--- config.mk ---
export PLATFORM = sky130hd
export DESIGN_NAME = integer_to_ascii_formatter
export DESIGN_NICKNAME = d
export VERILOG_FILES = /design/src/rtl/ifmt_pkg.sv /design/src/rtl/ifmt_datapath.sv /design/src/rtl/ifmt_ctrl.sv /design/src/rtl/integer_to_ascii_formatter.sv
export SDC_FILE = /design/constraint.sdc
export NUM_CORES = 1
export LEC_CHECK = 0
export BUFFER_PORTS_ARGS = -buffer_cell sky130_fd_sc_hd__buf_2
export CORE_MARGIN = 1.5
export CORE_UTILIZATION = 35
export DETAILED_ROUTE_END_ITERATION = 7
export PLACE_DENSITY = 0.57
export SLEW_MARGIN = 20
export SYNTH_ARGS = -nofsm -noshare
export SYNTH_HDL_FRONTEND = slang
export SYNTH_SLANG_ARGS = --single-unit
--- constraint.sdc ---
create_clock -name clk -period 6.4 [get_ports clk]
set_clock_uncertainty 0.1 [all_clocks]
set_input_delay 0.32 -clock clk [delete_from_list [all_inputs] [get_ports clk]]
set_output_delay 0.32 -clock clk [all_outputs]
set_load 0.005 [all_outputs]
--- src/rtl/ifmt_pkg.sv ---
`default_nettype none
package ifmt_pkg;

	localparam int VALUE_W   = 32;
	localparam int OP_W      = 3;
	localparam int CHAR_W    = 8;
	localparam int NIB_W     = 4;
	localparam int DEC_DIGITS = 10;
	localparam int DIG_W     = DEC_DIGITS * NIB_W;
	localparam int CNT_W     = 5;
	localparam int DABBLE_STEPS = VALUE_W;
	localparam int HEX8_DIGITS = 8;
	localparam int HEX4_DIGITS = 4;
	localparam int HEX2_DIGITS = 2;

	// conversion modes
	typedef enum logic [OP_W-1:0] {
		OP_SDEC   = 3'd0,
		OP_UDEC   = 3'd1,
		OP_HEXMIN = 3'd2,
		OP_PTR    = 3'd3,
		OP_HEX2   = 3'd4,
		OP_HEX4   = 3'd5,
		OP_HEX8   = 3'd6,
		OP_CHAR   = 3'd7
	} op_t;

	// source of the output character
	typedef enum logic [2:0] {
		CH_MINUS,
		CH_ZERO,
		CH_X,
		CH_DIGIT,
		CH_RAW
	} char_sel_t;

	// controller to datapath
	typedef struct packed {
		logic      load;
		logic      dabble;
		logic      shift;
		char_sel_t sel;
	} ifmt_cmd_t;

	// datapath to controller
	typedef struct packed {
		logic sign;
		logic top_zero;
	} ifmt_status_t;

	localparam logic [CHAR_W-1:0] ASCII_MINUS = 8'h2D;
	localparam logic [CHAR_W-1:0] ASCII_ZERO  = 8'h30;
	localparam logic [CHAR_W-1:0] ASCII_X     = 8'h78;
	localparam logic [CHAR_W-1:0] ASCII_A     = 8'h41;

	// nibble to uppercase hex character
	function automatic logic [CHAR_W-1:0] hex_ascii(input logic [NIB_W-1:0] nib);
		logic [CHAR_W-1:0] c;
		if (nib < 4'd10) begin
			c = ASCII_ZERO + {4'd0, nib};
		end else begin
			c = ASCII_A + {4'd0, nib} - 8'd10;
		end
		return c;
	endfunction

endpackage
`default_nettype wire

--- src/rtl/ifmt_datapath.sv ---
`default_nettype none
module ifmt_datapath (
	input  wire logic                              clk,
	input  wire logic [ifmt_pkg::VALUE_W-1:0]      value,
	input  wire logic [ifmt_pkg::OP_W-1:0]         operation,
	input  wire ifmt_pkg::ifmt_cmd_t               cmd,
	output ifmt_pkg::ifmt_status_t                 status,
	output logic [ifmt_pkg::CHAR_W-1:0]            ascii_char
);

	logic [ifmt_pkg::VALUE_W-1:0] bin_q;
	logic [ifmt_pkg::DIG_W-1:0]   dig_q;
	logic [ifmt_pkg::DIG_W-1:0]   adj;
	logic [ifmt_pkg::DIG_W-1:0]   dig_load;
	logic [ifmt_pkg::VALUE_W-1:0] mag;
	logic [ifmt_pkg::NIB_W-1:0]   top_nib;

	// magnitude for decimal, raw value otherwise
	always_comb begin
		if (ifmt_pkg::op_t'(operation) == ifmt_pkg::OP_SDEC && value[ifmt_pkg::VALUE_W-1]) begin
			mag = (~value) + 32'd1;
		end else begin
			mag = value;
		end
	end

	// hex digits left aligned so the first digit sits in the top nibble
	always_comb begin
		case (ifmt_pkg::op_t'(operation))
			ifmt_pkg::OP_HEX2: begin
				dig_load = {value[7:0], 32'd0};
			end
			ifmt_pkg::OP_HEX4: begin
				dig_load = {value[15:0], 24'd0};
			end
			ifmt_pkg::OP_HEXMIN, ifmt_pkg::OP_PTR, ifmt_pkg::OP_HEX8: begin
				dig_load = {value, 8'd0};
			end
			default: begin
				dig_load = '0;
			end
		endcase
	end

	// add three to every bcd digit of five or more
	always_comb begin
		for (int i = 0; i < ifmt_pkg::DEC_DIGITS; i++) begin
			if (dig_q[i*ifmt_pkg::NIB_W +: ifmt_pkg::NIB_W] >= 4'd5) begin
				adj[i*ifmt_pkg::NIB_W +: ifmt_pkg::NIB_W] =
					dig_q[i*ifmt_pkg::NIB_W +: ifmt_pkg::NIB_W] + 4'd3;
			end else begin
				adj[i*ifmt_pkg::NIB_W +: ifmt_pkg::NIB_W] =
					dig_q[i*ifmt_pkg::NIB_W +: ifmt_pkg::NIB_W];
			end
		end
	end

	// binary and digit shift registers
	always_ff @(posedge clk) begin
		if (cmd.load) begin
			bin_q <= mag;
			dig_q <= dig_load;
		end else if (cmd.dabble) begin
			dig_q <= {adj[ifmt_pkg::DIG_W-2:0], bin_q[ifmt_pkg::VALUE_W-1]};
			bin_q <= {bin_q[ifmt_pkg::VALUE_W-2:0], 1'b0};
		end else if (cmd.shift) begin
			dig_q <= {dig_q[ifmt_pkg::DIG_W-ifmt_pkg::NIB_W-1:0], {ifmt_pkg::NIB_W{1'b0}}};
		end
	end

	assign top_nib = dig_q[ifmt_pkg::DIG_W-1 -: ifmt_pkg::NIB_W];

	assign status.sign     = value[ifmt_pkg::VALUE_W-1];
	assign status.top_zero = (top_nib == '0);

	// output character select
	always_comb begin
		case (cmd.sel)
			ifmt_pkg::CH_MINUS: ascii_char = ifmt_pkg::ASCII_MINUS;
			ifmt_pkg::CH_ZERO:  ascii_char = ifmt_pkg::ASCII_ZERO;
			ifmt_pkg::CH_X:     ascii_char = ifmt_pkg::ASCII_X;
			ifmt_pkg::CH_RAW:   ascii_char = bin_q[ifmt_pkg::CHAR_W-1:0];
			default:            ascii_char = ifmt_pkg::hex_ascii(top_nib);
		endcase
	end

endmodule
`default_nettype wire

--- src/rtl/ifmt_ctrl.sv ---
`default_nettype none
module ifmt_ctrl (
	input  wire logic                         clk,
	input  wire logic                         arst_n,
	input  wire logic                         item_valid,
	output logic                              item_ready,
	input  wire logic [ifmt_pkg::OP_W-1:0]    operation,
	input  wire ifmt_pkg::ifmt_status_t       status,
	output logic                              char_valid,
	input  wire logic                         char_ready,
	output logic                              last,
	output ifmt_pkg::ifmt_cmd_t               cmd
);

	typedef enum logic [2:0] {
		ST_IDLE,
		ST_MINUS,
		ST_ZERO,
		ST_X,
		ST_DABBLE,
		ST_DIGITS,
		ST_RAW
	} state_t;

	localparam logic [ifmt_pkg::CNT_W-1:0] CNT_ONE    = ifmt_pkg::CNT_W'(1);
	localparam logic [ifmt_pkg::CNT_W-1:0] CNT_DABBLE = ifmt_pkg::CNT_W'(ifmt_pkg::DABBLE_STEPS - 1);
	localparam logic [ifmt_pkg::CNT_W-1:0] CNT_DEC    = ifmt_pkg::CNT_W'(ifmt_pkg::DEC_DIGITS);
	localparam logic [ifmt_pkg::CNT_W-1:0] CNT_HEX8   = ifmt_pkg::CNT_W'(ifmt_pkg::HEX8_DIGITS);
	localparam logic [ifmt_pkg::CNT_W-1:0] CNT_HEX4   = ifmt_pkg::CNT_W'(ifmt_pkg::HEX4_DIGITS);
	localparam logic [ifmt_pkg::CNT_W-1:0] CNT_HEX2   = ifmt_pkg::CNT_W'(ifmt_pkg::HEX2_DIGITS);

	state_t                       state_q;
	logic [ifmt_pkg::CNT_W-1:0]   cnt_q;
	logic                         skip_q;
	logic                         accept;
	logic                         skipping;
	logic                         xfer;
	logic                         final_digit;

	// handshake and status decode
	always_comb begin
		item_ready  = (state_q == ST_IDLE);
		accept      = item_valid && item_ready;
		final_digit = (cnt_q == CNT_ONE);
		skipping    = (state_q == ST_DIGITS) && skip_q && status.top_zero && !final_digit;
		char_valid  = (state_q == ST_MINUS) || (state_q == ST_ZERO) || (state_q == ST_X)
			|| (state_q == ST_RAW) || ((state_q == ST_DIGITS) && !skipping);
		last        = (state_q == ST_RAW) || ((state_q == ST_DIGITS) && final_digit);
		xfer        = char_valid && char_ready;
	end

	// datapath commands
	always_comb begin
		cmd.load   = accept;
		cmd.dabble = (state_q == ST_DABBLE);
		cmd.shift  = skipping || ((state_q == ST_DIGITS) && xfer && !final_digit);
		case (state_q)
			ST_MINUS: cmd.sel = ifmt_pkg::CH_MINUS;
			ST_ZERO:  cmd.sel = ifmt_pkg::CH_ZERO;
			ST_X:     cmd.sel = ifmt_pkg::CH_X;
			ST_RAW:   cmd.sel = ifmt_pkg::CH_RAW;
			default:  cmd.sel = ifmt_pkg::CH_DIGIT;
		endcase
	end

	// sequencer
	always_ff @(posedge clk or negedge arst_n) begin
		if (!arst_n) begin
			state_q <= ST_IDLE;
			cnt_q   <= '0;
			skip_q  <= 1'b0;
		end else begin
			case (state_q)
				ST_IDLE: begin
					if (accept) begin
						skip_q <= 1'b0;
						case (ifmt_pkg::op_t'(operation))
							ifmt_pkg::OP_SDEC: begin
								cnt_q   <= CNT_DABBLE;
								state_q <= status.sign ? ST_MINUS : ST_DABBLE;
							end
							ifmt_pkg::OP_UDEC: begin
								cnt_q   <= CNT_DABBLE;
								state_q <= ST_DABBLE;
							end
							ifmt_pkg::OP_HEXMIN: begin
								cnt_q   <= CNT_HEX8;
								skip_q  <= 1'b1;
								state_q <= ST_DIGITS;
							end
							ifmt_pkg::OP_PTR: begin
								cnt_q   <= CNT_HEX8;
								state_q <= ST_ZERO;
							end
							ifmt_pkg::OP_HEX2: begin
								cnt_q   <= CNT_HEX2;
								state_q <= ST_DIGITS;
							end
							ifmt_pkg::OP_HEX4: begin
								cnt_q   <= CNT_HEX4;
								state_q <= ST_DIGITS;
							end
							ifmt_pkg::OP_HEX8: begin
								cnt_q   <= CNT_HEX8;
								state_q <= ST_DIGITS;
							end
							default: begin
								state_q <= ST_RAW;
							end
						endcase
					end
				end
				ST_MINUS: begin
					if (xfer) begin
						state_q <= ST_DABBLE;
					end
				end
				ST_ZERO: begin
					if (xfer) begin
						state_q <= ST_X;
					end
				end
				ST_X: begin
					if (xfer) begin
						state_q <= ST_DIGITS;
					end
				end
				ST_DABBLE: begin
					if (cnt_q == '0) begin
						cnt_q   <= CNT_DEC;
						skip_q  <= 1'b1;
						state_q <= ST_DIGITS;
					end else begin
						cnt_q <= cnt_q - CNT_ONE;
					end
				end
				ST_DIGITS: begin
					if (skipping) begin
						cnt_q <= cnt_q - CNT_ONE;
					end else if (xfer) begin
						if (final_digit) begin
							state_q <= ST_IDLE;
						end else begin
							cnt_q  <= cnt_q - CNT_ONE;
							skip_q <= 1'b0;
						end
					end
				end
				ST_RAW: begin
					if (xfer) begin
						state_q <= ST_IDLE;
					end
				end
				default: begin
					state_q <= ST_IDLE;
				end
			endcase
		end
	end

endmodule
`default_nettype wire

--- src/rtl/integer_to_ascii_formatter.sv ---
`default_nettype none
// channel   handshake                payload
// item      item_valid/item_ready    value[31:0], operation[2:0]
// char      char_valid/char_ready    ascii_char[7:0], last
//
// one item at a time; item_ready is high only while the sequencer is idle
// decimal modes run a shift-and-add-3 bcd conversion over all 32 bits, then
// send from 10 digit slots, leading zeros dropped without being sent
// hex modes step through one nibble slot per digit; prefixes go one character at a time
// a stalled char_ready holds the current character and its sequencer state
// arst_n clears the sequencer only; the shift registers reload on every item
module integer_to_ascii_formatter (
	input  wire logic        clk,
	input  wire logic        arst_n,
	input  wire logic        item_valid,
	output logic             item_ready,
	input  wire logic [31:0] value,
	input  wire logic [2:0]  operation,
	output logic             char_valid,
	input  wire logic        char_ready,
	output logic [7:0]       ascii_char,
	output logic             last
);

	ifmt_pkg::ifmt_cmd_t    cmd;
	ifmt_pkg::ifmt_status_t status;

	// sequencer
	ifmt_ctrl u_ctrl (
		.clk        (clk),
		.arst_n     (arst_n),
		.item_valid (item_valid),
		.item_ready (item_ready),
		.operation  (operation),
		.status     (status),
		.char_valid (char_valid),
		.char_ready (char_ready),
		.last       (last),
		.cmd        (cmd)
	);

	// conversion registers and character select
	ifmt_datapath u_datapath (
		.clk        (clk),
		.value      (value),
		.operation  (operation),
		.cmd        (cmd),
		.status     (status),
		.ascii_char (ascii_char)
	);

endmodule
`default_nettype wire
# Word level (Yosys, flattened, before mapping)
# Cells that the tools add are included.
# word_totals
reg_bits	81
output_inout_bits	11
# op_classes
n_addsub	15
magnitude_cmp	11
n_eq_ne	29
mux	46
bitwise	1
reduce_logical	32
# op_table
cell	count
40-bit 2-to-1 mux	3
40-bit case mux with 3 select lines	1
32-bit 2-to-1 mux	3
4-bit by 3-bit greater-or-equal comparator with 1-bit output (second input constant)	10
4-bit by 2-bit adder with 4-bit output (second input constant)	9
4-bit 2-to-1 mux	9
3-bit 2-to-1 mux	11
32-bit by 1-bit adder with 32-bit output (second input constant)	1
32-bit NOT	1
8-bit case mux with 4 select lines	1
5-bit 2-to-1 mux	5
3-bit case mux with 4 select lines	2
3-bit equality test (second input constant)	7
3-bit case mux with 7 select lines	1
5-bit case mux with 4 select lines	1
2-bit by 1-bit != test with 1-bit output (second input constant)	8
3-bit by 2-bit equality test with 1-bit output (second input constant)	5
5-bit case mux with 3 select lines	1
1-bit logical AND	10
3-bit by 1-bit equality test with 1-bit output (second input constant)	3
3-bit zero test	3
9-bit AND reduction	1
7-bit by 4-bit adder with 8-bit output (first input constant)	1
8-bit 2-to-1 mux	1
other kinds (23)	36

# Longest topological paths before layout
# Gate-level depths: netlist of the first run.
# logic_depth
ltp_word	14
depth_mapped	8

# Cells and area by module
# Synthesis of the first run repeated with hierarchy kept, for this count alone.
# hier_totals
cells_unflattened	752
area_unflattened_um2	6362.4
# modules_own_cells
module	n_inst	cells_each	area_each_um2
ifmt_datapath	1	637	5475.3
ifmt_ctrl	1	115	887.1

# Worst setup path after synthesis of the first run
# Ideal clock, no wire load.
# synth_timing
path_type	flip-flop to flip-flop
startpoint	register u_datapath.dig_q[36] (netlist bit)
endpoint	register u_datapath.dig_q[0] (netlist bit) (enable)
arrival_ns	4.001
t_required_ns	5.807
slack_ns	1.806
path_stages_with_launch	6
synth_period_minus_slack_ns	4.594
path_cell_list	edfxtp_1 inv_1 ha_1 nor4bb_1 o21ai_0 o21ai_0
# synth_via
elab_chain_cells	11
# synth_rtl
element	line	text
start, declared	ifmt_datapath.sv:12	logic [ifmt_pkg::DIG_W-1:0] dig_q;
start signal, assigned	ifmt_datapath.sv:62	dig_q <= dig_load;
start signal, assigned	ifmt_datapath.sv:64	dig_q <= {adj[ifmt_pkg::DIG_W-2:0], bin_q[ifmt_pkg::VALUE_W-1]};
start signal, assigned	ifmt_datapath.sv:67	dig_q <= {dig_q[ifmt_pkg::DIG_W-ifmt_pkg::NIB_W-1:0], {ifmt_pkg::NIB_W{1'b0}}};
4-bit zero test (*)	ifmt_datapath.sv:74	assign status.top_zero = (top_nib == '0);
1-bit logical AND (*) (2 in series)	ifmt_ctrl.sv:45	skipping = (state_q == ST_DIGITS) && skip_q && status.top_zero && !final_digit;
1-bit zero test	ifmt_ctrl.sv:47	|| (state_q == ST_RAW) || ((state_q == ST_DIGITS) && !skipping);
1-bit logical AND	ifmt_ctrl.sv:47	
1-bit logical OR	ifmt_ctrl.sv:47	
1-bit logical AND	ifmt_ctrl.sv:49	xfer = char_valid && char_ready;
1-bit logical AND (2 in series)	ifmt_ctrl.sv:56	cmd.shift = skipping || ((state_q == ST_DIGITS) && xfer && !final_digit);
1-bit logical OR (*)	ifmt_ctrl.sv:56	
3-bit nonzero test (no line) (*)	-	
# Mark *: on every way between the ends. The rest lies on a longest branch, timed or not.
# A chain may end at the register's enable or synchronous reset.

# Final worst setup path of the first run
# layout_timing
startpoint	register u_ctrl.cnt_q[1] (netlist bit)
endpoint	output port last
# layout_via
elab_chain_cells	3
# layout_rtl
element	line	text
start, declared	ifmt_ctrl.sv:33	logic [ifmt_pkg::CNT_W-1:0] cnt_q;
start signal, assigned	ifmt_ctrl.sv:134	cnt_q <= cnt_q - CNT_ONE;
start signal, assigned	ifmt_ctrl.sv:139	cnt_q <= cnt_q - CNT_ONE;
start signal, assigned	ifmt_ctrl.sv:144	cnt_q <= cnt_q - CNT_ONE;
5-bit by 1-bit equality test with 1-bit output	ifmt_ctrl.sv:44	final_digit = (cnt_q == CNT_ONE);
1-bit logical AND	ifmt_ctrl.sv:48	last = (state_q == ST_RAW) || ((state_q == ST_DIGITS) && final_digit);
1-bit logical OR	ifmt_ctrl.sv:48	
end, declared	integer_to_ascii_formatter.sv:22	output logic last
# Every way passes these cells.

==> results.txt, run 1 <==
Largest stage delay, worst path -> 670 ps
Global route overflow -> 0
Final setup violation count -> 0
Nets -> 766
I/O pins -> 50
Clk pin slew, worst setup/hold paths -> 60 ps
Seq/Total Area, Yosys -> 39.4%
RSZ-0062 raised after global routing -> no
Primary FF master, synth -> edfxtp_1
Startpoint types -> flip-flop
# rows -> 47
Share of the clock period used by the worst path -> 44.8%
Leakage power -> 2.54 nW
Antenna viol nets, final -> 0
Multi-input gate area -> 3370 um2
Peak supply drop -> 229 uV
Worst path arrival time -> 2450 ps
PwrDens -> 507 nW/um2
Drt pass-1 iters -> 5
CTS root buf -> clkbuf_16
Die area -> 18,100 um2
Worst hold path type -> in -> reg
Most frequent cells in the layout -> nand2_1 (72), o21ai_0 (72), edfxtp_1 (72)
H-tree lvl count -> 3
Critical Path Sink Type -> primary output
Gpl congestion -> 0.903
Asr flop ratio synth -> 11.1%
Tightest Pin Transition -> 979 ps
Vias in the first global route -> 5,062
Yosys cell types -> 64
Share of layout cells above drive strength 1 -> 13.4%
Remaining DRCs -> 0
CP delay by family, top -> simple AND/OR/NAND/NOR gates
CP cell instances -> inv_1, ha_1, or4b_2, or3b_2, a21oi_1, buf_2
DIE WIDTH -> 134 um
Input/output buffers -> 49
Register area -> 2390 um2
Clock Sinks -> 81
Largest net degree at the start of global routing -> 69
Drt first-iter violations -> 391
R2R Setup Slk -> 3650 ps
Die Ht -> 134 um
Power Total -> 3.42 mW
Worst Path Class, Setup -> reg -> out
Ant. Diodes -> 0
Area grow syn2layout -> 11.6%
Maximum clock rate -> 349 MHz
Seq cells post-synth -> 81
Clock Latency Late Sink -> 350 ps
Max-cap violations -> 0
Max Fanout on Critical Path -> 4
CP required -> 5980 ps
Slew Limit Fails -> 0
Resize count post-CTS -> 0
Syn nets -> 742
TritonCTS clock tree -> built
Post-DP HPWL -> 12,100 um
Syn Inst Count -> 678
Status -> finished, final reports clean
Via count -> 5,357
CTS buffer count -> 9
Final TNS setup -> 0 ps
Post-DR wirelength/cell -> 18.0 um
Initial antenna violation count -> 0
All-Layer GR Usage -> 19.1%
Cell area after synthesis -> 6050 um2
Avg Cell Area, Syn -> 8.93 um2
Slowest stage cell on the critical path -> or4b_2
Final Hold Fails -> 0
Normalized max-slew margin -> 34.5%
Vias per inst -> 5.78
Number of synthesized flops with an enable pin -> 72
Fillers -> 1,682
Clk buf depth -> 2
Synth warn -> 0
First-pass GRT wire length -> 27,000 um
Core ar. -> 16,800 um2
Worst path bufs/invs -> 2
Overall routed net length -> 16,700 um
Starting Density -> 36.1%
Final min period -> 2870 ps
-- path summary, 6_finish.rpt --
check,start,to,cells after the start
min,value[28],u_datapath.bin_q[28]$_DFFE_PP_,3
min in group asynchronous,arst_n,u_ctrl.state_q[1]$_DFFE_PN0P_,2
max,u_ctrl.cnt_q[1]$_DFFE_PN0P_,last,6
max reg2reg,u_ctrl.state_q[2]$_DFFE_PN0P_,u_datapath.dig_q[12]$_DFFE_PP_,4
max in group asynchronous,arst_n,u_ctrl.cnt_q[3]$_DFFE_PN0P_,2
min reg2reg,u_ctrl.skip_q$_DFFE_PN0P_,u_ctrl.skip_q$_DFFE_PN0P_,1
-- worst reg2reg max path: cells and delay by family (launching register included) --
kind,cells,cell delay (ps)
AND/OR/NAND/NOR,2,870
flip-flops,1,810
buffers and inverters,1,470
AO/OA/AOI/OAI,1,110
-- metal layers --
layer	track usage [%]	wire, um	vias to the layer above
met5	0	0	-
met4	6.21	353	0
met3	3.83	895	28
met2	31.3	8030	176
met1	25.3	7420	2598
li1	-	-	2555
-- registers in the layout, summed over array words and instances, names as in the netlist --
| name | count |
|---|---|
| u_datapath.dig_q | 40 |
| u_datapath.bin_q | 32 |
| u_ctrl.cnt_q | 5 |
| u_ctrl.state_q | 3 |
| u_ctrl.skip_q | 1 |
-- through the flow --
stage | area, um2 | hold slack (ps) | std cells | util [%] | setup WS (ps)
global route | 6750 | 256 | 927 | 40.3 | 3400
CTS | 6750 | 237 | 927 | 40.3 | 3510
detailed placement | 6450 | 88.1 | 910 | 38.5 | 3650
global placement | 6450 | 82.9 | 910 | 38.5 | 3720
finish | 6750 | 245 | 927 | 40.3 | 3530
floorplan | 6050 | -75.6 | 678 | - | 1810
-- logic make-up (layout without fill, tap and decap cells) --
kind of cell / count (synthesis) / after routing / synth area share, %
XOR/XNOR: 41 / 41 / 5.93
AO/OA/AOI/OAI: 217 / 217 / 23.2
buffers and inverters: 78 / 107 / 5.31
multiplexers: 14 / 14 / 2.46
flip-flops: 81 / 81 / 39.4
adder cells (fa/ha/maj): 25 / 25 / 5.17
AND/OR/NAND/NOR: 222 / 222 / 18.5
-- area by class of cell --
cell class / instances / share of cell area [%]
clock buffer: 11 / 3.45
multi-input combinational: 519 / 49.9
sequential: 81 / 35.4
timing repair buffer: 56 / 4.45
clock inverter: 5 / 0.834
inverter: 35 / 1.95
tap: 220 / 4.08
-- power by group --
part	internal (mW)	switching, mW
clock network	0.302	0.219
registers	1.05	0.266
logic	0.654	0.933
-- Yosys cell counts (4+ instances only) --
cell	instances	share of area, %
clkbuf_1	29	1.8
buf_1	6	0.37
a31oi_1	6	0.62
xor2_1	17	2.5
a211oi_1	6	0.74
or3_1	4	0.41
o21ai_1	4	0.33
nor2b_1	4	0.41
o21ai_0	73	6.0
a22oi_1	17	2.1
a32oi_1	8	1.2
nand3b_1	5	0.62
ha_1	25	5.2
a21oi_1	49	4.1
mux2_2	7	1.3
buf_2	5	0.41
mux2i_1	7	1.2
o31ai_1	7	0.87
nor2_1	50	3.1
nand2b_1	13	1.3
nand3_1	11	0.91
a21o_1	4	0.50
edfxtp_1	72	36
xnor2_1	24	3.5
and2_1	7	0.72
o221ai_1	7	1.0
nor4_1	4	0.41
dfrtp_1	9	3.7
nor3_1	21	1.7
nand2_1	73	4.5
inv_1	35	2.2
nor3b_1	9	1.1
a221o_1	12	2.0
-- repair_timing --
item / 4_1_cts / 5_1_grt
setup buffers: 0 / 0
hold endpoints to repair: 9 / 0
hold buffers: 1 / 0
(Power assumes the default switching activity.)
==> run 2, diff against run 1 <==
- PLACE_DENSITY: 0.57 -> 0.59
- clock period: 6.4 -> 2.3 ns (I/O delays scaled with it)
==> run 2 against run 1 <==
The flow now finishes with violations (negative setup slack). Setup slack got worse by 3500 ps. Clock power rose to 3.1 times the previous value. Wire length rose by 8.8%. Count of clock-buffer cells in the layout fell by 1. Highest routed layer unchanged.
==> results.txt, run 2 (synthesis results as in run 1) <==
Status -> finished with violations
Violated checks -> negative setup slack
DIE WIDTH -> 134 um (unchanged)
Share of the clock period used by the worst path -> 100%
Final min period -> 2300 ps
Input/output buffers -> 49 (unchanged)
Post-Place Setup Slack -> 71.9 ps (-3580 ps)
Drt first-iter violations -> 544 (+39%)
Initial antenna violation count -> 0 (unchanged)
CTS root buf -> clkbuf_16
PwrDens -> 1420 nW/um2 (+180%)
# rows -> 47 (unchanged)
Clock Sinks -> 81 (unchanged)
Vias per inst -> 5.75 (-0.55%)
Fin Hold WS -> 44.6 ps (-200 ps)
Post-DP HPWL -> 13,200 um (+9.8%)
Gpl congestion -> 0.912 (+1.0%)
RSZ-0062 raised after global routing -> yes
Core ar. -> 16,800 um2 (unchanged)
CP cell instances -> inv_2, ha_4, or4b_4, or3b_4, a21oi_2, buf_2
Seq pwr share -> 35.0% (-3.4 points)
Ant. Diodes -> 0 (unchanged)
Slew Limit Fails -> 0 (unchanged)
Clock power share -> 15.8% (+0.6 points)
Largest stage delay, worst path -> 470 ps (-200 ps)
Die Ht -> 134 um (unchanged)
Clk buf depth -> 2 (unchanged)
Slowest stage cell on the critical path -> or4b_4
H-tree lvl count -> 3 (unchanged)
Worst path arrival time -> 2090 ps (-360 ps)
Largest net degree at the start of global routing -> 41 (-41%)
Startpoint types -> flip-flop
Via count -> 5,563 (+3.8%)
All-Layer GR Usage -> 20.5% (+1.4 points)
Drt pass-1 iters -> 5 (unchanged)
Max-cap violations -> 0 (unchanged)
Comb pwr share -> 49.1% (+2.7 points)
Die area -> 18,100 um2 (unchanged)
Clk pin slew, worst setup/hold paths -> 70 ps (about the same)
Peak supply drop -> 978 uV (+330%)
CTS buffer count -> 9 (unchanged)
Global route overflow -> 0 (unchanged)
Psw -> 4.21 mW (+200%)
Worst hold path type -> in -> async
CP delay by family, top -> simple AND/OR/NAND/NOR gates
Remaining DRCs -> 0 (unchanged)
Design Area, Final -> 7210 um2 (+6.9%)
R2R cell count -> 11 (+7)
Final Hold Fails -> 0 (unchanged)
Biggest register -> u_datapath.dig_q
Final setup violation count -> 1 (+1)
Max Fanout on Critical Path -> 2 (-2)
Worst Setup Slack, final -> -3.84 ps (-3530 ps)
Tightest Pin Transition -> 489 ps (-490 ps)
Normalized max-slew margin -> 67.3% (+33 points)
Starting Density -> 36.1% (unchanged)
Fillers -> 1,623 (-3.5%)
Critical Path Stages -> 6 (unchanged)
First-pass GRT wire length -> 28,600 um (+6.2%)
Most frequent cells in the layout -> nand2_1 (72), edfxtp_1 (72), o21ai_0 (70)
Max reg flops -> 40 (unchanged)
Post-DR wirelength/cell -> 18.8 um (+4.2%)
I/O pins -> 50 (unchanged)
Worst Path Class, Setup -> reg -> out
Post-placement cell area -> 6780 um2 (+5.0%)
Share of layout cells above drive strength 1 -> 19.8% (+6.3 points)
Overall routed net length -> 18,200 um (+8.8%)
Leakage power -> 2.77 nW (+9.3%)
Int Power -> 6.06 mW (+200%)
Nets -> 807 (+5.4%)
Area grow syn2layout -> 19.2%
Antenna viol nets, final -> 0 (unchanged)
TritonCTS clock tree -> built
Power Total -> 10.3 mW (+200%)
Biggest regs -> u_datapath.dig_q (40), u_datapath.bin_q (32), u_ctrl.cnt_q (5)
CP required -> 2090 ps (-3890 ps)
Vias in the first global route -> 5,412 (+6.9%)
Sw Ratio -> 41.0% (-0.47 points)
Worst path bufs/invs -> 2 (unchanged)
Critical Path Sink Type -> primary output
Clock Latency Late Sink -> 350 ps (about the same)
Maximum clock rate -> 434 MHz
Final TNS setup -> -3.84 ps (-3.84 ps)
==> run 2: changes by cell type in the layout (fill, tap and decap cells not counted), sizes merged <==
| cell | before | now |
|---|---|---|
| buf | 55 | 96 |
| bufinv | 1 | 2 |
| clkbuf | 11 | 10 |
| clkinv | 3 | 2 |
| clkinvlp | 1 | 2 |
==> run 2: stage by stage <==
step,utilization (%),instances
after floorplan,-,678
after global placement,40.4,945
after detailed placement,40.4,945
after CTS,42.7,967
after global routing,43.0,968
final,43.0,968
==> run 2: layer usage <==
metal  global-route usage [%]  routed length [um]  vias to the layer above
met2                     34.0                8670                      202
met1                     26.5                7900                     2698
met3                     4.69                1200                       29
met5                        0                   0                        -
li1                         -                   -                     2634
met4                     6.51                 398                        0
==> run 2: power groups by stage <==
| stage | logic [mW] | registers, mW | clock network, mW |
|---|---|---|---|
| after floorplan | 3.43 | 3.36 | 0 |
| after global placement | 4.69 | 3.55 | 0 |
| after detailed placement | 4.88 | 3.58 | 0 |
| after CTS | 4.97 | 3.57 | 1.65 |
| after global routing | 5.66 | 3.70 | 1.69 |
| final | 5.04 | 3.60 | 1.62 |
==> run 2: path summary, 6_finish.rpt <==
path	startpoint	end	slack [ps]
max reg2reg	u_ctrl.cnt_q[1]$_DFFE_PN0P_	u_ctrl.cnt_q[3]$_DFFE_PN0P_	80
max	u_ctrl.cnt_q[1]$_DFFE_PN0P_	last	-4
min	arst_n	u_ctrl.cnt_q[2]$_DFFE_PN0P_	40
min reg2reg	u_datapath.bin_q[18]$_DFFE_PP_	u_datapath.bin_q[19]$_DFFE_PP_	420
max in group asynchronous	arst_n	u_ctrl.cnt_q[0]$_DFFE_PN0P_	1850
min in group clk	value[1]	u_datapath.dig_q[9]$_DFFE_PP_	50
==> run 2: layout make-up <==
type	count	area (um2)	share of cell area, %
clock inverter	6	90.1	1.25
tap	220	275	3.82
inverter	35	135	1.87
sequential	81	2390	33.1
clock buffer	10	239	3.31
timing repair buffer	97	646	8.95
multi-input combinational	519	3440	47.7
==> run 2: repair_timing <==
action / CTS / global route
resized for setup: 4 / 10
setup buffers: 5 / 1
hold endpoints to repair: 9 / 0
hold buffers: 1 / 0
setup endpoints to repair: 2 / 38
pin swaps: 2 / 1
==> run 3, diff against run 2 <==
- CORE_ASPECT_RATIO: default -> 1.1
- REMOVE_ABC_BUFFERS: default -> 1
==> run 3 against run 2 <==
The run now ends clean. Combinational power about the same. Sequential share of layout area up 0.16 points. Wire length fell by 3.1%. Largest power group unchanged. Final cell count grew 1.7%. Flip-flop and latch count is the same. Worst hold slack better by 7.9 ps. Largest cell class unchanged.
==> results.txt, run 3 (synthesis results as in run 1) <==
Biggest regs -> u_datapath.dig_q (40), u_datapath.bin_q (32), u_ctrl.cnt_q (5)
Met2 WL post-DR -> 8540 um (-1.5%)
Initial antenna violation count -> 0 (unchanged)
Die area -> 18,100 um2 (about the same)
Leakage power -> 2.76 nW (-0.48%)
Antenna viol nets, final -> 0 (unchanged)
Starting Density -> 35.7% (-0.41 points)
CTS buffer count -> 9 (unchanged)
Input/output buffers -> 49 (unchanged)
Vias per inst -> 5.66 (-1.5%)
Gpl congestion -> 0.887 (-2.7%)
Ant. Diodes -> 0 (unchanged)
I/O pins -> 50 (unchanged)
Met3 wire length -> 976 um (-18%)
Final TNS setup -> 0 ps (+3.84 ps)
Final setup violation count -> 0 (-1)
Post-Place Setup Slack -> -127 ps (-199 ps)
CTS root buf -> clkbuf_16
Final min period -> 2240 ps (-64.1 ps)
Clk buf depth -> 2 (unchanged)
TritonCTS clock tree -> built
Post-DR wirelength/cell -> 17.9 um (-4.6%)
Worst path arrival time -> 2020 ps (-70 ps)
Die Ht -> 141 um (+4.8%)
PwrDens -> 1400 nW/um2 (-1.6%)
Tightest Pin Transition -> 706 ps (+217 ps)
Most frequent cells in the layout -> nand2_1 (72), edfxtp_1 (72), o21ai_0 (71)
Area grow syn2layout -> 18.6%
CP required -> 2090 ps (about the same)
H-tree lvl count -> 3 (unchanged)
Dpl cells -> 964 (+2.0%)
All-Layer GR Usage -> 19.8% (-0.67 points)
Maximum clock rate -> 446 MHz (+2.9%)
Via count -> 5,571 (+0.14%)
Remaining DRCs -> 0 (unchanged)
Core ar. -> 17,000 um2 (+1.2%)
Overall routed net length -> 17,600 um (-3.1%)
DIE WIDTH -> 128 um (-4.6%)
Worst Path Class, Setup -> reg -> out
Critical Path Sink Type -> primary output
Max reg flops -> 40 (unchanged)
Global route overflow -> 0 (unchanged)
Clock Sinks -> 81 (unchanged)
Design Area, Final -> 7180 um2 (-0.54%)
Final Hold Fails -> 0 (unchanged)
Status -> finished, final reports clean
Share of the clock period used by the worst path -> 97.4% (-2.8 points)
Largest net degree at the start of global routing -> 37 (-9.8%)
Post-DP HPWL -> 12,900 um (-2.8%)
Worst Setup Slack, final -> 60.3 ps (+64.1 ps)
# rows -> 50 (+6.4%)
Post-placement cell area -> 6820 um2 (+0.66%)
Worst hold path type -> in -> async
Layout Cells excl Fill -> 984 (+1.7%)
Clock Latency Late Sink -> 350 ps (about the same)
Nets -> 809 (+0.25%)
Startpoint types -> flip-flop
Drt pass-1 iters -> 5 (unchanged)
Share of layout cells above drive strength 1 -> 18.8% (-0.99 points)
First-pass GRT wire length -> 27,700 um (-3.2%)
Max-cap violations -> 0 (unchanged)
Met1 Routed Length -> 7740 um (-2.1%)
Slew Limit Fails -> 0 (unchanged)
Max Fanout on Critical Path -> 4 (+2)
Uppermost routed layer -> met4
Biggest register -> u_datapath.dig_q
Power Total -> 10.0 mW (-2.1%)
RSZ-0062 raised after global routing -> yes
Drt first-iter violations -> 475 (-13%)
Peak supply drop -> 533 uV (-46%)
Clk pin slew, worst setup/hold paths -> 60 ps (about the same)
Normalized max-slew margin -> 52.8% (-15 points)
Vias in the first global route -> 5,340 (-1.3%)
==> run 3: final timing paths <==
check	slack [ps]	to	cells past startpoint	start
setup / recovery	60	last	5	u_ctrl.cnt_q[0]$_DFFE_PN0P_
hold / removal	50	u_ctrl.cnt_q[0]$_DFFE_PN0P_	2	arst_n
setup reg to reg	80	u_ctrl.cnt_q[0]$_DFFE_PN0P_	8	u_ctrl.cnt_q[0]$_DFFE_PN0P_
hold reg to reg	430	u_datapath.bin_q[21]$_DFFE_PP_	2	u_datapath.bin_q[20]$_DFFE_PP_
max in group asynchronous	1850	u_ctrl.cnt_q[4]$_DFFE_PN0P_	2	arst_n
min in group clk	50	u_datapath.bin_q[28]$_DFFE_PP_	3	value[28]
==> run 3: layer usage <==
layer | up-vias | global-route usage (%)
met5 | - | 0
li1 | 2646 | -
met1 | 2690 | 25.8
met3 | 27 | 3.00
met4 | 0 | 8.52
met2 | 208 | 32.7
==> run 3: layout make-up <==
class	instances	area [um2]
flip-flops and latches	81	2390
multi-input cells	520	3400
fillers	1669	9780
clock buffers	10	229
repair buffers	98	666
well taps	234	293
inverters	35	131
clock inverters	6	67.6
==> run 3: where the power goes <==
part           internal (mW)  switching (mW)
combinational           2.19            2.85
sequential              2.90           0.641
clock                  0.845           0.621
total                   5.94            4.11
==> run 3: critical path, cell delays in order, from the launching register on <==
cell and delay (ps):
dfrtp_1 430, ha_4 160, or4b_4 470, or3b_4 390, a21oi_2 110, buf_2 120
==> run 3: repair_timing <==
action / 4_1_cts / 5_1_grt
gates cloned: 0 / 1
resized for setup: 2 / 6
endpoints found under the setup margin: 73 / 5
endpoints found under the hold margin: 9 / 0
pin swaps: 0 / 3
buffers inserted: 0 / 2
hold buffers: 1 / 0
==> run 3: through the flow <==
| step | util, % | hold slack, ps |
|---|---|---|
| floorplan | - | -281 |
| global placement | 40.2 | -113 |
| detailed placement | 40.2 | -107 |
| CTS | 42.1 | 39.9 |
| global route | 42.3 | 76.5 |
| finish | 42.3 | 52.5 |
